<file path="src/design/rfm_pkg.sv">
`timescale 1ns / 1ps

package rfm_pkg;

  localparam int unsigned CLK_HZ_W = 27;
  localparam int unsigned FREQ_W   = 27;
  localparam int unsigned PERIOD_W = 16;
  localparam int unsigned STEP_W   = $clog2(FREQ_W);

  localparam logic [CLK_HZ_W-1:0] CLK_HZ_RESET = 27'd8000000;

  typedef struct packed {
    logic done;
    logic overflow;
  } meas_t;

  typedef struct packed {
    logic running;
    logic busy;
  } div_stat_t;

endpackage

</file>
<file path="src/design/rfm_edge_counter.sv">
`timescale 1ns / 1ps

module rfm_edge_counter import rfm_pkg::*; #(
  parameter int unsigned COUNT_BITS = 16
) (
  input  logic                  clk_i,
  input  logic                  rst_ni,
  input  logic                  accept_i,
  input  logic                  sample_i,
  output logic                  measuring_o,
  output meas_t                 meas_o,
  output logic [COUNT_BITS-1:0] count_o
);

  logic                  prev_q, prev_d;
  logic                  measuring_q, measuring_d;
  logic                  ovf_q, ovf_d;
  logic [COUNT_BITS-1:0] count_q, count_d;
  logic                  rising;
  logic                  sat;
  logic                  ovf_n;
  logic [COUNT_BITS-1:0] count_n;

  assign rising  = !prev_q && sample_i;
  assign sat     = (count_q == {COUNT_BITS{1'b1}});
  assign ovf_n   = ovf_q || sat;
  assign count_n = sat ? count_q : count_q + COUNT_BITS'(1);

  always_comb begin
    prev_d      = prev_q;
    measuring_d = measuring_q;
    ovf_d       = ovf_q;
    count_d     = count_q;
    meas_o      = '0;
    if (accept_i) begin
      prev_d = sample_i;
      if (!measuring_q) begin
        if (rising) begin
          measuring_d = 1'b1;
          ovf_d       = 1'b0;
          count_d     = '0;
        end
      end else begin
        ovf_d   = ovf_n;
        count_d = count_n;
        if (rising) begin
          measuring_d     = 1'b0;
          meas_o.done     = 1'b1;
          meas_o.overflow = ovf_n;
        end
      end
    end
  end

  assign count_o     = count_n;
  assign measuring_o = measuring_q;

  always_ff @(posedge clk_i or negedge rst_ni) begin
    if (!rst_ni) begin
      prev_q      <= 1'b1;
      measuring_q <= 1'b0;
      ovf_q       <= 1'b0;
      count_q     <= '0;
    end else begin
      prev_q      <= prev_d;
      measuring_q <= measuring_d;
      ovf_q       <= ovf_d;
      count_q     <= count_d;
    end
  end

endmodule

</file>
<file path="src/design/rfm_serial_div.sv">
`timescale 1ns / 1ps

module rfm_serial_div import rfm_pkg::*; #(
  parameter int unsigned COUNT_BITS = 16
) (
  input  logic                  clk_i,
  input  logic                  rst_ni,
  input  meas_t                 meas_i,
  input  logic [COUNT_BITS-1:0] count_i,
  input  logic [CLK_HZ_W-1:0]   clock_hz_i,
  input  logic                  out_stall_i,
  output div_stat_t             stat_o,
  output logic                  out_valid_o,
  output logic [FREQ_W-1:0]     freq_o,
  output logic [COUNT_BITS-1:0] period_o,
  output logic                  too_slow_o
);

  logic                  running_q;
  logic [STEP_W-1:0]     step_q;
  logic [COUNT_BITS-1:0] rem_q;
  logic [FREQ_W-1:0]     quo_q;
  logic [COUNT_BITS-1:0] divisor_q;
  logic                  slow_q;
  logic                  out_valid_q;
  logic [FREQ_W-1:0]     freq_q;
  logic [COUNT_BITS-1:0] period_q;
  logic                  too_slow_q;

  logic [COUNT_BITS:0]   trial;
  logic [COUNT_BITS:0]   diff;
  logic                  ge;
  logic [COUNT_BITS-1:0] rem_d;
  logic [FREQ_W-1:0]     quo_d;

  // one quotient bit per cycle, restoring
  assign trial = {rem_q, quo_q[FREQ_W-1]};
  assign diff  = trial - {1'b0, divisor_q};
  assign ge    = !diff[COUNT_BITS];
  assign rem_d = ge ? diff[COUNT_BITS-1:0] : trial[COUNT_BITS-1:0];
  assign quo_d = {quo_q[FREQ_W-2:0], ge};

  always_ff @(posedge clk_i or negedge rst_ni) begin
    if (!rst_ni) begin
      running_q   <= 1'b0;
      out_valid_q <= 1'b0;
      step_q      <= '0;
    end else begin
      if (out_valid_q && !out_stall_i) begin
        out_valid_q <= 1'b0;
      end
      if (meas_i.done && !running_q && !out_valid_q) begin
        running_q <= 1'b1;
        step_q    <= STEP_W'(FREQ_W - 1);
      end else if (running_q) begin
        if (step_q == '0) begin
          running_q   <= 1'b0;
          out_valid_q <= 1'b1;
        end else begin
          step_q <= step_q - STEP_W'(1);
        end
      end
    end
  end

  always_ff @(posedge clk_i) begin
    if (meas_i.done && !running_q && !out_valid_q) begin
      rem_q     <= '0;
      quo_q     <= meas_i.overflow ? '0 : clock_hz_i;
      divisor_q <= count_i;
      slow_q    <= meas_i.overflow;
    end else if (running_q) begin
      rem_q <= rem_d;
      quo_q <= quo_d;
      if (step_q == '0) begin
        freq_q     <= quo_d;
        period_q   <= divisor_q;
        too_slow_q <= slow_q;
      end
    end
  end

  assign stat_o.running = running_q;
  assign stat_o.busy    = running_q || out_valid_q;
  assign out_valid_o    = out_valid_q;
  assign freq_o         = freq_q;
  assign period_o       = period_q;
  assign too_slow_o     = too_slow_q;

endmodule

</file>
<file path="src/design/reciprocal_frequency_meter.sv">
// Throughput: one sample per cycle while no division is pending; the divider makes one
// quotient bit per cycle, so once a start edge is taken while the divider is busy, further
// samples stall (in_stall_o) until the previous result has been taken.
// Reset (async, active low): clock_hz = 8000000, waiting for a start edge,
// previous level high, no result pending.
`timescale 1ns / 1ps

module reciprocal_frequency_meter import rfm_pkg::*; #(
  parameter int unsigned COUNT_BITS = 16
) (
  input  logic                clk_i,
  input  logic                rst_ni,
  input  logic                cfg_valid_i,
  output logic                cfg_ready_o,
  input  logic [CLK_HZ_W-1:0] cfg_data_i,
  input  logic                in_valid_i,
  output logic                in_stall_o,
  input  logic                sample_i,
  output logic                out_valid_o,
  input  logic                out_stall_i,
  output logic [FREQ_W-1:0]   frequency_hz_o,
  output logic [PERIOD_W-1:0] period_ticks_o,
  output logic                too_slow_o
);

  logic [CLK_HZ_W-1:0]   clock_hz_q;
  logic                  accept;
  logic                  measuring;
  meas_t                 meas;
  logic [COUNT_BITS-1:0] count;
  div_stat_t             div_stat;
  logic [COUNT_BITS-1:0] period;

  assign cfg_ready_o = 1'b1;

  always_ff @(posedge clk_i or negedge rst_ni) begin
    if (!rst_ni) begin
      clock_hz_q <= CLK_HZ_RESET;
    end else if (cfg_valid_i && cfg_ready_o) begin
      clock_hz_q <= cfg_data_i;
    end
  end

  assign in_stall_o = measuring && div_stat.busy;
  assign accept     = in_valid_i && !in_stall_o;

  rfm_edge_counter #(
    .COUNT_BITS(COUNT_BITS)
  ) u_counter (
    .clk_i      (clk_i),
    .rst_ni     (rst_ni),
    .accept_i   (accept),
    .sample_i   (sample_i),
    .measuring_o(measuring),
    .meas_o     (meas),
    .count_o    (count)
  );

  rfm_serial_div #(
    .COUNT_BITS(COUNT_BITS)
  ) u_div (
    .clk_i      (clk_i),
    .rst_ni     (rst_ni),
    .meas_i     (meas),
    .count_i    (count),
    .clock_hz_i (clock_hz_q),
    .out_stall_i(out_stall_i),
    .stat_o     (div_stat),
    .out_valid_o(out_valid_o),
    .freq_o     (frequency_hz_o),
    .period_o   (period),
    .too_slow_o (too_slow_o)
  );

  if (COUNT_BITS >= PERIOD_W) begin : g_period_trunc
    assign period_ticks_o = period[PERIOD_W-1:0];
  end else begin : g_period_ext
    assign period_ticks_o = {{(PERIOD_W - COUNT_BITS){1'b0}}, period};
  end

  a_done_when_free: assert property (@(posedge clk_i) disable iff (!rst_ni)
    meas.done |-> !div_stat.busy)
    else $error("period closed while divider busy");

  a_done_starts_div: assert property (@(posedge clk_i) disable iff (!rst_ni)
    meas.done |=> div_stat.running)
    else $error("divider did not start");

  a_result_from_div: assert property (@(posedge clk_i) disable iff (!rst_ni)
    $rose(out_valid_o) |-> $past(div_stat.running))
    else $error("result without division");

  a_slow_zero: assert property (@(posedge clk_i) disable iff (!rst_ni)
    (out_valid_o && too_slow_o) |-> (frequency_hz_o == '0))
    else $error("too_slow with nonzero frequency");

endmodule
</file>
<file path="config.mk">
export PLATFORM = sky130hd
export DESIGN_NAME = reciprocal_frequency_meter
export DESIGN_NICKNAME = d
export VERILOG_FILES = /design/src/design/rfm_pkg.sv /design/src/design/rfm_edge_counter.sv /design/src/design/rfm_serial_div.sv /design/src/design/reciprocal_frequency_meter.sv
export SDC_FILE = /design/constraint.sdc
export NUM_CORES = 1
export LEC_CHECK = 0
export ABC_AREA = 1
export BUFFER_PORTS_ARGS = -buffer_cell sky130_fd_sc_hd__clkbuf_2
export CORE_ASPECT_RATIO = 0.5
export CORE_UTILIZATION = 40
export CTS_CLUSTER_DIAMETER = 120
export DETAILED_ROUTE_END_ITERATION = 10
export SETUP_SLACK_MARGIN = 0.5
export SYNTH_ARGS = -nofsm -noshare
export SYNTH_HDL_FRONTEND = slang
export SYNTH_SLANG_ARGS = --single-unit
export TNS_END_PERCENT = 30
</file>
<file path="constraint.sdc">
create_clock -name clk_i -period 2.9 [get_ports clk_i]
set_input_delay 0.435 -clock clk_i [delete_from_list [all_inputs] [get_ports clk_i]]
set_output_delay 0.435 -clock clk_i [all_outputs]
set_load 0.02 [all_outputs]
</file>
==> results by group <==
Synthesis
  – Net count after synthesis: 831
  – Syn Std Cell Area: 7659 um^2
  – Post-synth ARST share: 33.76%
  – Sequential area share after synthesis: 56.13%
  – Unique masters post-synth: 46
  – Main flop type after synthesis: edfxtp_1
  – Register bit count reported by yosys: 157
  – Ys Warns: 0
  – Number of synthesized flops with an enable pin: 88
  – Mapped Cells: 776
  – Top post-synthesis cells by area: edfxtp_1 (35%), dfrtp_1 (15%), nand2_1 (12%)
  – Post-synth top area cell: edfxtp_1
  – Post-synth top area share: 34.50%
  – Synthesized area per cell: 9.869 um^2

CTS
  – Total CTS buffers: 17
  – Num Clock Sinks: 157
  – CTS tree: done
  – Clk buf depth: 2
  – Clock slew at the register clock pins of the worst setup and hold paths: 0.07 ns
  – Clock Tree Root: clkbuf_16
  – CTS H-tree depth: 4
  – Clk_lat worst skew: 0.43 ns

Die
  – Row Count: 35
  – Die ar.: 19740 um^2
  – Starting Density: 41.25%
  – Die Ht: 99.85 um
  – IO Count: 80
  – Die W: 197.7 um
  – Core area: 18570 um^2

GRT
  – Largest net degree at the start of global routing: 47
  – Vias in the first global route: 5203
  – GR Util met2: 27.46%
  – Total grt overflow: 0
  – Grt met3 use: 4.503%
  – GR peak layer: met2
  – Met1 Usage GRT: 24.02%
  – Initial antenna violation count: 0
  – GRT Total Usage: 17.87%
  – First-pass GRT wire length: 26750 um

Worst setup path
  – Setup Crit Path Kind: reg -> reg
  – R2R cell count: 8
  – CP Launch Type: register
  – CP arrival: 2.48 ns
  – Setup crit end: u_div.quo_q[17]
  – Worst reg2reg path endpoint: u_div.quo_q[17]
  – R2r startpoint: u_counter.count_q[0]
  – Critical Path Fanout Max: 28
  – CP Capture Type: register
  – Reg2reg setup slack: 0.61 ns
  – Slowest library cell on the worst path: dfrtp_1
  – Largest stage delay, worst path: 0.46 ns
  – Crit path required time: 3.08 ns
  – Critical-path cell list: ha_1 > nand2_1 > nor2_1 > nand4_2 > nand2_2 > nand4_4 > nand3_1 > nand2_1
  – Crit path top cell by count: nand2_1
  – CP startpoint: u_counter.count_q[0]

Power and ir drop
  – Leakage: 4.219 nW
  – PwrDens: 995.5 nW/um^2
  – Max IR drop VDD: 0.5238 mV

Route
  – Total Wirelength: 16660 um
  – Post-route ant nets: 0
  – Drt initial violations: 343
  – Number of vias per cell: 4.789
  – Number of remaining DRC errors: 0
  – Routed vias: 5464
  – DR WL/cell: 14.60 um
  – Pre-antenna DRT Iters: 7

STA
  – Setup violators final: 0
  – Max-slew headroom: 51.95%
  – Final hold vios: 0
  – Setup TNS: 0 ns
  – Period utilisation layout: 79.03%
  – Final WS setup: 0.6080 ns
  – Fmax: 436.3 MHz
  – Clock Skew: 0.007856 ns
  – Slew Limit Fails: 0
  – RSZ-0062 raised after global routing: yes
  – Worst slew pin tran: 0.7208 ns
  – Fin crit period: 2.292 ns

Cells and area
  – Nets: 924
  – Share of cells above drive strength 1: 24.60%
  – Final antenna diode count: 0
  – P&R area growth vs syn: 17.69%
  – Filler cells: 1751

Placement
  – IO Port Bufs: 78
  – Post-DP HPWL: 11390 um
  – RD Place Congestion: 0.9195
  – Post-place setup slack: 0.5578 ns

Flow run
  – Max cap viols: 0

Hold path
  – Hold crit path type: in -> reg

Run status
  – Status: finished clean
[cell usage after synthesis, drive strengths merged (2+ instances only)]
master and number:
dfxtp 16, dfstp 8, ha 21, edfxtp 88
buf 15, nand3b 13, a21oi 13, xor2 14
nand3 65, or2 3, clkbuf 6, o21ai 23
and2 2, nor2 29, inv 105, nor3 10
nand4 10, xnor2 2, mux2 27, nand2 254
dfrtp 45
[cells by family after synthesis]
group,synth area share (%)
AO/OA/AOI/OAI,2.778
XOR/XNOR,1.830
adder cells (fa/ha/maj),3.692
buffers and inverters,7.074
flip-flops,56.13
multiplexers,3.970
other,0.04896
AND/OR/NAND/NOR,24.47
[what timing repair did]
item | CTS | global route
hold endpoints to repair | 13 | 0
endpoints found under the setup margin | 0 | 42
buffers inserted | 0 | 6
hold buffers | 1 | 0
resized for setup | 0 | 3
[sequential cells by signal, summed over array words and instances (netlist names), 5 cells and up]
register,cells
clock_hz_q,27
u_div.freq_o,27
u_div.quo_q,27
u_counter.count_q,16
u_div.divisor_q,16
u_div.period_o,16
u_div.rem_q,16
u_div.step_q,5
[metal layers]
layer,share of wire (%),wire [um]
met1,47,7879
met2,44,7407
met3,6.1,1014
met4,2.2,362
met5,0,0
[critical path: cells and delay by family (launching register included)]
| family | cells | cell delay, ns |
|---|---|---|
| and+or+nand+nor | 7 | 1.37 |
| DFF | 1 | 0.46 |
| adders and majority gates | 1 | 0.21 |
[metrics by stage]
step / util (%) / cell area [um^2] / power [mW] / instances / hold slack (ns)
after global routing: 48.54 / 9014 / 9.600 / 1141 / 0.2211
after floorplan: - / 7661 / 5.920 / 776 / 0.1394
after global placement: 44.77 / 8313 / 6.569 / 1101 / 0.3872
final: 48.54 / 9014 / 8.973 / 1141 / 0.2284
after detailed placement: 44.77 / 8313 / 6.635 / 1101 / 0.3876
after CTS: 48.07 / 8925 / 8.877 / 1134 / 0.2155
[how the worst min path moves through the flow]
stage | from | to | slack, ns | depth (start not counted)
after floorplan | rst_ni | clock_hz_q[0] | 0.14 | 0
after global routing | cfg_data_i[18] | clock_hz_q[18] | 0.22 | 2
after global placement | rst_ni | clock_hz_q[2] | 0.39 | 1
after CTS | cfg_data_i[18] | clock_hz_q[18] | 0.22 | 2
final | cfg_data_i[3] | clock_hz_q[3] | 0.23 | 2
after detailed placement | rst_ni | clock_hz_q[2] | 0.39 | 1
[report_power, final]
part	leakage (nW)	switching [mW]	total, mW	internal [mW]
sequential	1.60	0.339	3.43	3.09
combinational	2.33	2.12	3.34	1.21
clock	0.286	1.05	2.21	1.16
total	4.22	3.51	8.97	5.46
[placed cells by master, fill, tap and decap left out, types with 3 or more instances in the layout]
master       n
nand3b_1     7
nor3_2       3
inv_1      100
nand3_1     55
xor2_1      14
nor2_1      22
a21oi_1     12
nand4_1      8
clkinv_8     5
nand2_2     15
dfstp_2      8
nand2_4      3
nand3b_2     6
inv_2        5
nand3_2      9
edfxtp_1    88
o21ai_0     23
ha_1        21
dfrtp_1     45
nor2_2       3
nand2_8      3
nor2_4       4
buf_4       13
nand2_1    234
inv_8        4
clkbuf_2    78
nor3_1       7
clkbuf_16   17
mux2_2      27
dfxtp_1     16
[area by class of cell]
class	count	area [um^2]	area share, %
clock buffers	17	425.4	4.720
repair buffers	94	538.0	5.969
multi-input cells	494	2856	31.69
well taps	259	324.1	3.595
flip-flops and latches	157	4299	47.70
clock inverters	15	176.4	1.957
inverters	105	394.1	4.373
Note: power is estimated with default switching activity, not from simulation.
